<file path="src/rtl/dtq_pkg.sv">
// dtq_pkg: shared types and codes for the delta timeout queue
// no dependencies; used by every rtl file of the block
package dtq_pkg;

    localparam int DEF_QUEUE_DEPTH = 16;
    localparam int MAX_RESULTS     = 16;

    localparam logic [1:0] MODE_ARM     = 2'd0;
    localparam logic [1:0] MODE_CANCEL  = 2'd1;
    localparam logic [1:0] MODE_ADVANCE = 2'd2;
    localparam logic [1:0] MODE_UNUSED  = 2'd3;

    localparam logic [2:0] ST_EXPIRED   = 3'd0;
    localparam logic [2:0] ST_ARMED     = 3'd1;
    localparam logic [2:0] ST_DROPPED   = 3'd2;
    localparam logic [2:0] ST_CANCELLED = 3'd3;
    localparam logic [2:0] ST_NOT_FOUND = 3'd4;
    localparam logic [2:0] ST_NONE      = 3'd5;

    typedef struct packed {
        logic [1:0]  mode;
        logic [31:0] delay_ms;
        logic [7:0]  handler_id;
        logic [15:0] arg_tag;
        logic [31:0] elapsed_ms;
    } t_req;

    typedef struct packed {
        logic [2:0]  status;
        logic [7:0]  expired_handler;
        logic [15:0] expired_arg;
        logic        last;
    } t_res;

    typedef struct packed {
        logic [31:0] delta;
        logic [23:0] key;
    } t_entry;

endpackage

</file>
<file path="src/rtl/delta_timeout_queue.sv">
// delta_timeout_queue: top level of the sorted delta-list timeout queue
// depends on dtq_pkg, dtq_front, dtq_engine, dtq_resq
//
// Requests (arm, cancel, advance) enter a two-word queue; mode 3 is accepted
// and discarded. One request is worked at a time by a sequencer over a
// single-port entry memory of QUEUE_DEPTH words, one read or write per cycle.
// Arm and cancel scan the entries in order and then move the entries behind
// the insert or removal point, so every live entry is either scanned or
// moved; advance shifts the remaining list down for every expiry popped.
// Results leave through a two-word queue, so up to two requests and two
// results can wait while the sequencer works. No clearing pass runs after
// reset.
module delta_timeout_queue #(
    parameter int QUEUE_DEPTH = dtq_pkg::DEF_QUEUE_DEPTH
) (
    input  logic          i_clk,
    input  logic          i_rst_n,
    input  logic          push,
    output logic          full,
    input  dtq_pkg::t_req i_req,
    output logic          empty,
    input  logic          pop,
    output dtq_pkg::t_res o_res
);
    import dtq_pkg::*;

    logic cmd_valid, cmd_take, res_push, res_full;
    t_req cmd;
    t_res res;

    dtq_front u_front (
        .i_clk       (i_clk),
        .i_rst_n     (i_rst_n),
        .push        (push),
        .full        (full),
        .i_req       (i_req),
        .o_cmd_valid (cmd_valid),
        .o_cmd       (cmd),
        .i_cmd_take  (cmd_take)
    );

    dtq_engine #(
        .QUEUE_DEPTH (QUEUE_DEPTH)
    ) u_engine (
        .i_clk       (i_clk),
        .i_rst_n     (i_rst_n),
        .i_cmd_valid (cmd_valid),
        .i_cmd       (cmd),
        .o_cmd_take  (cmd_take),
        .o_res_push  (res_push),
        .o_res       (res),
        .i_res_full  (res_full)
    );

    dtq_resq u_resq (
        .i_clk      (i_clk),
        .i_rst_n    (i_rst_n),
        .i_res_push (res_push),
        .i_res      (res),
        .o_res_full (res_full),
        .empty      (empty),
        .pop        (pop),
        .o_res      (o_res)
    );

endmodule

</file>
<file path="src/rtl/dtq_front.sv">
// dtq_front: two-word request queue that drops unused modes
// depends on dtq_pkg
module dtq_front (
    input  logic          i_clk,
    input  logic          i_rst_n,
    input  logic          push,
    output logic          full,
    input  dtq_pkg::t_req i_req,
    output logic          o_cmd_valid,
    output dtq_pkg::t_req o_cmd,
    input  logic          i_cmd_take
);
    import dtq_pkg::*;

    t_req       r_slot [2];
    logic [1:0] r_cnt;
    logic       keep;

    assign full        = (r_cnt == 2'd2);
    assign o_cmd_valid = (r_cnt != 2'd0);
    assign o_cmd       = r_slot[0];
    assign keep        = push && !full && (i_req.mode != MODE_UNUSED);

    always_ff @(posedge i_clk) begin
        if (!i_rst_n) begin
            r_cnt <= 2'd0;
        end else begin
            r_cnt <= r_cnt + {1'b0, keep} - {1'b0, i_cmd_take};
        end
    end

    always_ff @(posedge i_clk) begin
        if (i_cmd_take) begin
            r_slot[0] <= r_slot[1];
        end
        if (keep) begin
            if (r_cnt == 2'd0 || (r_cnt == 2'd1 && i_cmd_take)) begin
                r_slot[0] <= i_req;
            end else begin
                r_slot[i_cmd_take ? 0 : 1] <= i_req;
            end
        end
    end

endmodule

</file>
<file path="src/rtl/dtq_resq.sv">
// dtq_resq: two-word result queue in front of the output ports
// depends on dtq_pkg
module dtq_resq (
    input  logic          i_clk,
    input  logic          i_rst_n,
    input  logic          i_res_push,
    input  dtq_pkg::t_res i_res,
    output logic          o_res_full,
    output logic          empty,
    input  logic          pop,
    output dtq_pkg::t_res o_res
);
    import dtq_pkg::*;

    t_res       r_slot [2];
    logic [1:0] r_cnt;
    logic       take;

    assign o_res_full = (r_cnt == 2'd2);
    assign empty      = (r_cnt == 2'd0);
    assign o_res      = r_slot[0];
    assign take       = pop && !empty;

    always_ff @(posedge i_clk) begin
        if (!i_rst_n) begin
            r_cnt <= 2'd0;
        end else begin
            r_cnt <= r_cnt + {1'b0, i_res_push} - {1'b0, take};
        end
    end

    always_ff @(posedge i_clk) begin
        if (take) begin
            r_slot[0] <= r_slot[1];
        end
        if (i_res_push) begin
            if (r_cnt == 2'd0 || (r_cnt == 2'd1 && take)) begin
                r_slot[0] <= i_res;
            end else begin
                r_slot[take ? 0 : 1] <= i_res;
            end
        end
    end

endmodule

</file>
<file path="src/rtl/dtq_engine.sv">
// dtq_engine: sequencer over the single-port entry memory (arm, cancel, advance)
// depends on dtq_pkg
module dtq_engine #(
    parameter int QUEUE_DEPTH = dtq_pkg::DEF_QUEUE_DEPTH
) (
    input  logic          i_clk,
    input  logic          i_rst_n,
    input  logic          i_cmd_valid,
    input  dtq_pkg::t_req i_cmd,
    output logic          o_cmd_take,
    output logic          o_res_push,
    output dtq_pkg::t_res o_res,
    input  logic          i_res_full
);
    import dtq_pkg::*;

    localparam int AW = (QUEUE_DEPTH > 1) ? $clog2(QUEUE_DEPTH) : 1;
    localparam int CW = $clog2(QUEUE_DEPTH + 1);
    localparam int NW = $clog2(MAX_RESULTS + 1);
    localparam logic [CW-1:0] FULL_CNT = CW'(QUEUE_DEPTH);
    localparam logic [NW-1:0] MAX_N    = NW'(MAX_RESULTS);

    localparam logic [3:0] S_IDLE     = 4'd0;
    localparam logic [3:0] S_ARM_SCAN = 4'd1;
    localparam logic [3:0] S_ARM_CMP  = 4'd2;
    localparam logic [3:0] S_UP       = 4'd3;
    localparam logic [3:0] S_UP_WR    = 4'd4;
    localparam logic [3:0] S_CAN_SCAN = 4'd5;
    localparam logic [3:0] S_CAN_CMP  = 4'd6;
    localparam logic [3:0] S_DN       = 4'd7;
    localparam logic [3:0] S_DN_WR    = 4'd8;
    localparam logic [3:0] S_ADV_HEAD = 4'd9;
    localparam logic [3:0] S_ADV_NEXT = 4'd10;
    localparam logic [3:0] S_ADV_CHK  = 4'd11;

    t_entry r_mem [QUEUE_DEPTH];
    t_entry r_rdata;

    logic [3:0]    r_state, n_state;
    logic [1:0]    r_op, n_op;
    logic [CW-1:0] r_cnt, n_cnt;
    logic [CW-1:0] r_idx, n_idx;
    logic [CW-1:0] r_pos, n_pos;
    logic [31:0]   r_rem, n_rem;
    logic [31:0]   r_elapsed, n_elapsed;
    logic [23:0]   r_key, n_key;
    logic [23:0]   r_pend, n_pend;
    logic [NW-1:0] r_n, n_n;

    logic          rd_en, we, emit, take;
    logic [AW-1:0] rd_addr, wr_addr;
    t_entry        wr_data;
    t_res          res;
    logic [31:0]   sat;

    assign sat = (r_rdata.delta > r_elapsed) ? (r_rdata.delta - r_elapsed) : 32'd0;

    always_comb begin
        n_state   = r_state;
        n_op      = r_op;
        n_cnt     = r_cnt;
        n_idx     = r_idx;
        n_pos     = r_pos;
        n_rem     = r_rem;
        n_elapsed = r_elapsed;
        n_key     = r_key;
        n_pend    = r_pend;
        n_n       = r_n;
        rd_en     = 1'b0;
        rd_addr   = '0;
        we        = 1'b0;
        wr_addr   = '0;
        wr_data   = r_rdata;
        emit      = 1'b0;
        take      = 1'b0;
        res       = '0;
        res.last  = 1'b1;

        unique case (r_state)
            S_IDLE: begin
                if (i_cmd_valid) begin
                    take      = 1'b1;
                    n_op      = i_cmd.mode;
                    n_key     = {i_cmd.handler_id, i_cmd.arg_tag};
                    n_rem     = i_cmd.delay_ms;
                    n_elapsed = i_cmd.elapsed_ms;
                    n_idx     = '0;
                    n_n       = '0;
                    if (i_cmd.mode == MODE_ARM) begin
                        if (r_cnt == FULL_CNT) begin
                            emit       = 1'b1;
                            res.status = ST_DROPPED;
                        end else begin
                            n_state = S_ARM_SCAN;
                        end
                    end else if (i_cmd.mode == MODE_CANCEL) begin
                        n_state = S_CAN_SCAN;
                    end else if (r_cnt == '0) begin
                        emit       = 1'b1;
                        res.status = ST_NONE;
                    end else begin
                        rd_en   = 1'b1;
                        n_state = S_ADV_HEAD;
                    end
                end
            end
            S_ARM_SCAN: begin
                if (r_idx == r_cnt) begin
                    n_pos   = r_idx;
                    n_state = S_UP;
                end else begin
                    rd_en   = 1'b1;
                    rd_addr = r_idx[AW-1:0];
                    n_state = S_ARM_CMP;
                end
            end
            S_ARM_CMP: begin
                if (r_rdata.delta <= r_rem) begin
                    n_rem   = r_rem - r_rdata.delta;
                    n_idx   = r_idx + 1'b1;
                    n_state = S_ARM_SCAN;
                end else begin
                    n_pos   = r_idx;
                    n_idx   = r_cnt;
                    n_state = S_UP;
                end
            end
            S_UP: begin
                if (r_idx == r_pos) begin
                    we         = 1'b1;
                    wr_addr    = r_pos[AW-1:0];
                    wr_data    = '{delta: r_rem, key: r_key};
                    n_cnt      = r_cnt + 1'b1;
                    emit       = 1'b1;
                    res.status = ST_ARMED;
                    n_state    = S_IDLE;
                end else begin
                    rd_en   = 1'b1;
                    rd_addr = AW'(r_idx - 1'b1);
                    n_state = S_UP_WR;
                end
            end
            S_UP_WR: begin
                we      = 1'b1;
                wr_addr = r_idx[AW-1:0];
                if (r_idx - 1'b1 == r_pos) begin
                    wr_data.delta = r_rdata.delta - r_rem;
                end
                n_idx   = r_idx - 1'b1;
                n_state = S_UP;
            end
            S_CAN_SCAN: begin
                if (r_idx == r_cnt) begin
                    emit       = 1'b1;
                    res.status = ST_NOT_FOUND;
                    n_state    = S_IDLE;
                end else begin
                    rd_en   = 1'b1;
                    rd_addr = r_idx[AW-1:0];
                    n_state = S_CAN_CMP;
                end
            end
            S_CAN_CMP: begin
                if (r_rdata.key == r_key) begin
                    n_rem   = r_rdata.delta;
                    n_state = S_DN;
                end else begin
                    n_idx   = r_idx + 1'b1;
                    n_state = S_CAN_SCAN;
                end
            end
            S_DN: begin
                if (r_idx + 1'b1 == r_cnt) begin
                    n_cnt = r_cnt - 1'b1;
                    if (r_op == MODE_CANCEL) begin
                        emit       = 1'b1;
                        res.status = ST_CANCELLED;
                        n_state    = S_IDLE;
                    end else begin
                        n_state = S_ADV_NEXT;
                    end
                end else begin
                    rd_en   = 1'b1;
                    rd_addr = AW'(r_idx + 1'b1);
                    n_state = S_DN_WR;
                end
            end
            S_DN_WR: begin
                we            = 1'b1;
                wr_addr       = r_idx[AW-1:0];
                wr_data.delta = r_rdata.delta + r_rem;
                n_rem         = '0;
                n_idx         = r_idx + 1'b1;
                n_state       = S_DN;
            end
            S_ADV_HEAD: begin
                we            = 1'b1;
                wr_data.delta = sat;
                if (sat != 32'd0) begin
                    emit       = 1'b1;
                    res.status = ST_NONE;
                    n_state    = S_IDLE;
                end else begin
                    n_pend  = r_rdata.key;
                    n_n     = NW'(1);
                    n_idx   = '0;
                    n_rem   = '0;
                    n_state = S_DN;
                end
            end
            S_ADV_NEXT: begin
                if (r_n == MAX_N || r_cnt == '0) begin
                    emit                = 1'b1;
                    res.status          = ST_EXPIRED;
                    res.expired_handler = r_pend[23:16];
                    res.expired_arg     = r_pend[15:0];
                    n_state             = S_IDLE;
                end else begin
                    rd_en   = 1'b1;
                    n_state = S_ADV_CHK;
                end
            end
            S_ADV_CHK: begin
                emit                = 1'b1;
                res.status          = ST_EXPIRED;
                res.expired_handler = r_pend[23:16];
                res.expired_arg     = r_pend[15:0];
                if (r_rdata.delta == 32'd0) begin
                    res.last = 1'b0;
                    n_pend   = r_rdata.key;
                    n_n      = r_n + 1'b1;
                    n_idx    = '0;
                    n_rem    = '0;
                    n_state  = S_DN;
                end else begin
                    n_state = S_IDLE;
                end
            end
            default: begin
                n_state = S_IDLE;
            end
        endcase

        // hold everything while a result is due and the result queue has no room
        if (emit && i_res_full) begin
            n_state   = r_state;
            n_op      = r_op;
            n_cnt     = r_cnt;
            n_idx     = r_idx;
            n_pos     = r_pos;
            n_rem     = r_rem;
            n_elapsed = r_elapsed;
            n_key     = r_key;
            n_pend    = r_pend;
            n_n       = r_n;
            rd_en     = 1'b0;
            we        = 1'b0;
            take      = 1'b0;
        end
    end

    assign o_cmd_take = take;
    assign o_res_push = emit && !i_res_full;
    assign o_res      = res;

    always_ff @(posedge i_clk) begin
        if (rd_en) begin
            r_rdata <= r_mem[rd_addr];
        end
        if (we) begin
            r_mem[wr_addr] <= wr_data;
        end
    end

    always_ff @(posedge i_clk) begin
        if (!i_rst_n) begin
            r_state <= S_IDLE;
            r_cnt   <= '0;
        end else begin
            r_state <= n_state;
            r_cnt   <= n_cnt;
        end
    end

    always_ff @(posedge i_clk) begin
        r_op      <= n_op;
        r_idx     <= n_idx;
        r_pos     <= n_pos;
        r_rem     <= n_rem;
        r_elapsed <= n_elapsed;
        r_key     <= n_key;
        r_pend    <= n_pend;
        r_n       <= n_n;
    end

    a_cnt_bound: assert property (@(posedge i_clk) disable iff (!i_rst_n)
        r_cnt <= FULL_CNT)
        else $error("entry count above depth");

    a_push_room: assert property (@(posedge i_clk) disable iff (!i_rst_n)
        o_res_push |-> !i_res_full)
        else $error("result pushed into full queue");

    a_idle_quiet: assert property (@(posedge i_clk) disable iff (!i_rst_n)
        (r_state == S_IDLE) |-> !we)
        else $error("memory written while idle");

    a_take_idle: assert property (@(posedge i_clk) disable iff (!i_rst_n)
        o_cmd_take |-> (r_state == S_IDLE) && i_cmd_valid)
        else $error("command taken while busy");

endmodule
</file>
<file path="config.mk">
export PLATFORM = sky130hd
export DESIGN_NAME = delta_timeout_queue
export DESIGN_NICKNAME = d
export VERILOG_FILES = /design/src/rtl/dtq_pkg.sv /design/src/rtl/delta_timeout_queue.sv /design/src/rtl/dtq_front.sv /design/src/rtl/dtq_resq.sv /design/src/rtl/dtq_engine.sv
export SDC_FILE = /design/constraint.sdc
export NUM_CORES = 2
export LEC_CHECK = 0
export BUFFER_PORTS_ARGS = -buffer_cell sky130_fd_sc_hd__buf_2
export CAP_MARGIN = 40
export CORE_MARGIN = 2
export CORE_UTILIZATION = 38
export DETAILED_ROUTE_END_ITERATION = 8
export GPL_TIMING_DRIVEN = 0
export MAX_ROUTING_LAYER = met4
export SLEW_MARGIN = 20
export SYNTH_ARGS = -nofsm -noshare
export SYNTH_HDL_FRONTEND = slang
export SYNTH_SLANG_ARGS = --single-unit
export TNS_END_PERCENT = 20
</file>
<file path="constraint.sdc">
create_clock -name i_clk -period 13.3 [get_ports i_clk]
set_input_delay 2.66 -clock i_clk [delete_from_list [all_inputs] [get_ports i_clk]]
set_output_delay 2.66 -clock i_clk [all_outputs]
set_load 0.005 [all_outputs]
</file>
After elaboration in Yosys (flattened, before gate mapping)
Memory sizes are Yosys's and may differ from the RTL's. A register that Yosys moved wholly into a read port is not among the register bits. Index checks and enable logic that the tools add are counted.

Magnitude comparators: 2. Add/sub/neg operators: 13. Equal/unequal tests: 37. Mux-type cells: 115. Reductions and logical operators: 38. Bitwise operators: 3.

Operator list (count): $mux W32 (7); $pmux W32 S6 (1); $pmux W32 S4 (1); $mux W24 (4); $pmux W24 S2 (2); $sub A32 B32 Y32 (3); $mux W90 (1); $mux W56 (1); $mux W5 (11); $mux W1 (48); $mux W4 (12); $pmux W4 S12 (1); $pmux W5 S7 (1); $mux W3 (11); $add A32 B32 Y32 (1); $gt A32 B32 Y1 (1); $le A32 B32 Y1 (1); $logic_not A32 Y1 (1); $reduce_bool A32 Y1 (1); $mux W28 (1); $eq A24 B24 Y1 (1); $eq A5 B5 Y1 (4); $pmux W5 S2 (2); $pmux W3 S6 (1); other kinds (41) (90).

Memories kept: 3. Output and inout port bits: 30. Memory bits (writable): 1132. Flip-flop bits (word level): 142. Input port bits: 94. Logic and storage cells: 223.

Memory list: u_engine.r_mem (words 16, bits a word 56, rd ports 1, clocked after memory_dff 1, write ports 1, RTL line dtq_engine.sv:36) `t_entry r_mem [QUEUE_DEPTH];`; u_front.r_slot (words 2, bits a word 90, rd ports 2, clocked after memory_dff 0, write ports 2, RTL line dtq_front.sv:15) `t_req r_slot [2];`; u_resq.r_slot (words 2, bits a word 28, rd ports 2, clocked after memory_dff 0, write ports 2, RTL line dtq_resq.sv:15) `t_res r_slot [2];`.

Longest topological paths before layout
Word-level depth: 14. Depth in mapped cells: 20. Mapped depth without buffers: 20.

By module
Synthesis repeated with hierarchy kept, for this count alone.

Cell total of the unflattened synthesis: 4698. Area total of the unflattened synthesis: 60709.5 um^2.

Modules (own cells, without submodules): dtq_engine (times used 1, cells each 4299, seq. area each 32641.3 um^2, area each 51856.0 um^2); dtq_front (times used 1, cells each 297, seq. area each 5445.2 um^2, area each 6676.4 um^2); dtq_resq (times used 1, cells each 102, seq. area each 1721.7 um^2, area each 2177.1 um^2).

Worst setup path after synthesis
No wires, ideal clock.

Path kind: register to register. Start: reg u_engine.r_rdata[31] (netlist name). End: mem u_front.r_slot[0][0] (netlist bit) (enable). Period minus slack after synthesis: 10.331 ns. Arrival time: 9.668 ns. Data required time: 12.637 ns. Path slack: 2.969 ns. Path buffers: 1. Stages on the path, launching flop included: 14. Setup time: 0.663 ns. Cells stage by stage: edfxtp_1 -> ha_1 -> buf_4 -> and3_4 -> a221oi_2 -> or3_1 -> nand3_2 -> a211o_1 -> xor2_1 -> or4_1 -> nor4_4 -> o21bai_2 -> and2_1 -> o21ai_0.

RTL lines (RTL line): end, declared (dtq_front.sv:15).

Worst setup path after layout
Start: reg u_engine.r_rdata[49] (netlist name). End: mem u_engine.r_mem[10][44] (netlist bit) (enable).

Cells in the longest elaborated chain, start to end: 9. Elaborated cells on any way between the ends: 10. Those cells by class: add/sub (1); order compare (1); mux (6); reduce/logical (2).

RTL lines: $sub A32 B32 Y32 or $gt A32 B32 Y1 (tied branches) (RTL line dtq_engine.sv:56) `assign sat = (r_rdata.delta > r_elapsed) ? (r_rdata.delta - r_elapsed) : 32'd0;`; $mux W32 * (RTL line dtq_engine.sv:56); $reduce_bool A32 Y1 * (RTL line dtq_engine.sv:199) `if (sat != 32'd0) begin`; $mux W1 * (RTL line dtq_engine.sv:199); $pmux W1 S7 * (RTL line dtq_engine.sv:79) `unique case (r_state)`; $logic_and A1 B1 Y1 * (RTL line dtq_engine.sv:245) `if (emit && i_res_full) begin`; $mux W1 * (RTL line dtq_engine.sv:245); $mux W1 * (RTL line dtq_engine.sv:270) `if (we) begin`; $mux W1 (not written as such) * (RTL line dtq_engine.sv:271) `r_mem[wr_addr] <= wr_data;`; end, declared (RTL line dtq_engine.sv:36).

Mark *: on every way between the ends. The rest lies on a longest branch, timed or not.

==> metrics.md <==
| Metric | Value |
|---|---|
| Status | finished, final reports clean |
| Layout area overhead | 16.28% |
| Post-synth ARST share | 0 |
| IO Port Bufs | 122 |
| Top cells by area, synth | edfxtp_1 (65%), a211oi_1 (3.6%), nand2_1 (3.5%) |
| Critical Path AT | 8.62 ns |
| CTS Buffer Depth | 3 |
| Top-count cell post-synth | edfxtp_1 |
| Routed via count | 42.92k |
| # setup viols final | 0 |
| Leading area contributor after synthesis | edfxtp_1 |
| Part of the Yosys area used for sequential elements | 0.6523 |
| Initial antenna violation count | 6 |
| CP max FO | 10 |
| Mux cell area share after synthesis | 0.02753 |
| Worst Setup SP | u_engine.r_rdata[49] |
| Die width | 404.8 um |
| RR Endpoint | u_engine.r_mem[10][44] |
| Gate Count Post-Synth | 4,741 |
| CORE AREA | 160,000 um2 |
| YS warnings | 0 |
| Initial DRC Count | 5,090 |
| Rel. slew slack | 0.1951 |
| Clock buffer count from CTS | 137 |
| Rows | 147 |
| PwrDens | 279.8 nW/um2 |
| WHS | 0.4000 ns |
| Total gr overflow | 0 |
| FILL cells | 14.52k |
| Top Ports | 124 |
| Worst-margin pin slew | 1.177 ns |
| Synth top cells by count | edfxtp_1 (1,317), nand2_1 (573), a211oi_1 (295), clkbuf_1 (269), a21oi_1 (265) |
| Area share of and/or/nand/nor cells after synthesis | 0.09906 |
| Pleak | 0.02425 uW |
| CTS sink cnt | 1,330 |
| Vias/cell | 5.790 |
| Skew final | 0.02776 ns |
| ANT nets after route | 0 |
| Post-Synth Adder-Cell Area | 0.02973 |
| Seq cells post-synth | 1,330 |
| Post-layout min period | 8.154 ns |
| Reg clk slew, reported paths | 0.06 ns |
| Hold path depth | 0 |
| Global-route wire length before repair | 284,600 um |
| Worst-skew pair later-pin latency | 0.79 ns |
| Req. time, crit path | 13.77 ns |
| Fmax | 122.6 MHz |
| Largest net degree at the start of global routing | 28 |
| H-Tree Depth | 4 |
| RSZ-0062 raised after global routing | false |
| Fin Setup TNS | 0 ns |
| Hold EP | u_engine.r_elapsed[14] |
| Max-Cap Viols | 0 |
| Global-route usage over all layers | 0.2436 |
| Hold Vio Cnt, Final | 0 |
| Yosys cell types | 89 |
| Crit. End Element | flip-flop |
| FF-to-FF Start | u_engine.r_rdata[49] |
| Min-delay worst type | reg2reg |
| Die height | 404.8 um |
| Nets | 5,452 |
| Max Slew Vio Count | 0 |
| Fin crit share | 0.6131 |
| Main combinational cell family by area after synthesis | compound AO/OA/AOI/OAI gates |
| Worst r2r path cells | 20 |
| DP HPWL | 146,200 um |
| CTS tree | done |
| HP Start | u_front.r_slot[0][14] |
| Complex-gate fraction of the synthesized area | 0.1452 |
| Mapped Nets | 4,977 |
| EDFF count, synth | 1,317 |
| Vias in the first global route | 41.25k |
| Post CTS Setup Buffer Count | 0 |
| Hold_buf cts | 0 |
| Initial core utilization | 0.3814 |
| Max VDD drop | 0.1738 mV |
| Post-route DRC | 0 |
| Post-CTS Resized | 0 |
| Routability congestion estimate | 0.9716 |
| Die area | 163,800 um2 |
| Synth top area share | 0.6480 |
| Mapped Area | 61,030 um2 |
| CTS Root Cell | clkbuf_16 |
| Share of layout cells above drive strength 1 | 0.1400 |
| Xor/xnor share of the synthesized area | 0.01607 |
| Synth Flop Type | edfxtp_1 |
| Initial DRT Pass Iterations | 6 |
| Crit path kind | reg2reg |
| DR WL/cell | 26.53 um |
| CP startpoint kind | flip-flop |
| Post-Syn Area per Cell | 12.87 um2 |
| Final WL | 196,700 um |
| R2r setup slk | 5.15 ns |
## cells by family (layout without fill, tap and decap cells)
group	Yosys count	count (layout)
flops	1330	1330
compound gates	1276	1276
simple gates	1265	1265
buf+inv	466	1046
mux	150	150
fa+ha+maj	142	142
xor+xnor	112	112
other cells	0	5
## power breakdown
part           total (uW)  internal (uW)  leakage [uW]  switching, uW
clock network        3730           2080       0.00209           1650
logic                9200           2820        0.0101           6380
registers            6920           6310        0.0121            610
## sequential cells by signal, summed over array words and instances (netlist names)
| signal | count |
|---|---|
| u_engine.r_cnt | 5 |
| u_engine.r_elapsed | 32 |
| u_engine.r_idx | 5 |
| u_engine.r_key | 24 |
| u_engine.r_mem | 896 |
| u_engine.r_n | 5 |
| u_engine.r_op | 2 |
| u_engine.r_pend | 24 |
| u_engine.r_pos | 5 |
| u_engine.r_rdata | 56 |
| u_engine.r_rem | 32 |
| u_engine.r_state | 4 |
| u_front.r_cnt | 2 |
| u_front.r_slot | 180 |
| u_resq.r_cnt | 2 |
| u_resq.r_slot | 56 |
## worst max-delay path, stage by stage, from the launching register on
cell	delay, ns
edfxtp_1	0.69
ha_1	0.33
clkbuf_1	0.19
nand2_1	0.14
o21ai_1	0.13
a2111oi_0	1.06
o21bai_1	0.24
nor4b_1	0.39
a211oi_1	0.22
or4_1	0.60
nor4_4	0.73
o21bai_2	0.34
a21o_1	0.30
clkbuf_1	0.31
nor4_2	0.75
buf_2	0.34
buf_2	0.26
buf_4	0.18
buf_2	0.19
buf_2	0.21
buf_2	0.24
## layout by cell type (no fill, tap or decap), types with 18 or more instances in the layout
master / instances
a21o_1: 54
clkinv_2: 19
a311oi_1: 116
nor3_1: 47
ha_1: 137
clkbuf_16: 141
and2_1: 256
clkbuf_1: 300
clkinv_1: 28
xnor2_1: 70
buf_4: 104
nor2b_1: 23
o21a_1: 21
o21ai_0: 113
a31oi_1: 136
buf_1: 18
a22oi_1: 27
o21bai_1: 30
and3_1: 19
nor4_1: 27
buf_6: 51
nor2_1: 142
a211oi_1: 295
inv_1: 158
xor2_1: 42
nand4_1: 25
mux2_2: 127
a221oi_1: 28
o211ai_1: 18
buf_2: 164
nand3_1: 53
nand2_1: 573
edfxtp_1: 1317
a21oi_1: 262
## final cells by class
cell class / count / area, um2 / share of cell area
flip-flops and latches: 1330 / 39810 / 0.5610
clock buffers: 177 / 3674 / 0.05177
inverters: 161 / 604.3 / 0.008516
clock inverters: 67 / 605.6 / 0.008534
multi-input cells: 2945 / 19680 / 0.2774
diodes: 5 / 12.51 / 0.0001763
repair buffers: 336 / 2728 / 0.03844
plain buffers: 305 / 1239 / 0.01746
well taps: 2086 / 2610 / 0.03678
## layer usage
metal,GRT usage,vias up,wire (um)
met5,-,-,0
met4,0.06422,0,5174
met3,0.03643,295,14180
met2,0.3764,1827,91020
met1,0.3366,21650,86290
li1,-,19140,-
## metrics by stage
stage	util	setup WS, ns	instances	area [um2]	total power [uW]
6_report	0.4435	5.146	7412	70960	19860
5_1_grt	0.4435	5.247	7411	70960	20720
4_1_cts	0.4428	5.350	7397	70860	19700
3_5_place_dp	0.4161	5.401	7153	66580	15940
3_3_place_gp	0.4015	-4.069	6949	64250	15590
2_1_floorplan	-	2.969	4741	61030	12050
## worst max-delay path by stage
stage / end / slack (ns) / cells past startpoint
floorplan: u_front.r_slot[0][0] / 2.97 / 13
global route: u_engine.r_mem[10][46] / 5.25 / 20
CTS: u_engine.r_mem[10][46] / 5.35 / 21
detailed placement: u_engine.r_mem[10][44] / 5.40 / 21
finish: u_engine.r_mem[10][44] / 5.15 / 20
global placement: u_engine.r_mem[10][45] / -4.07 / 14
Power figures use the tool's default switching activity.
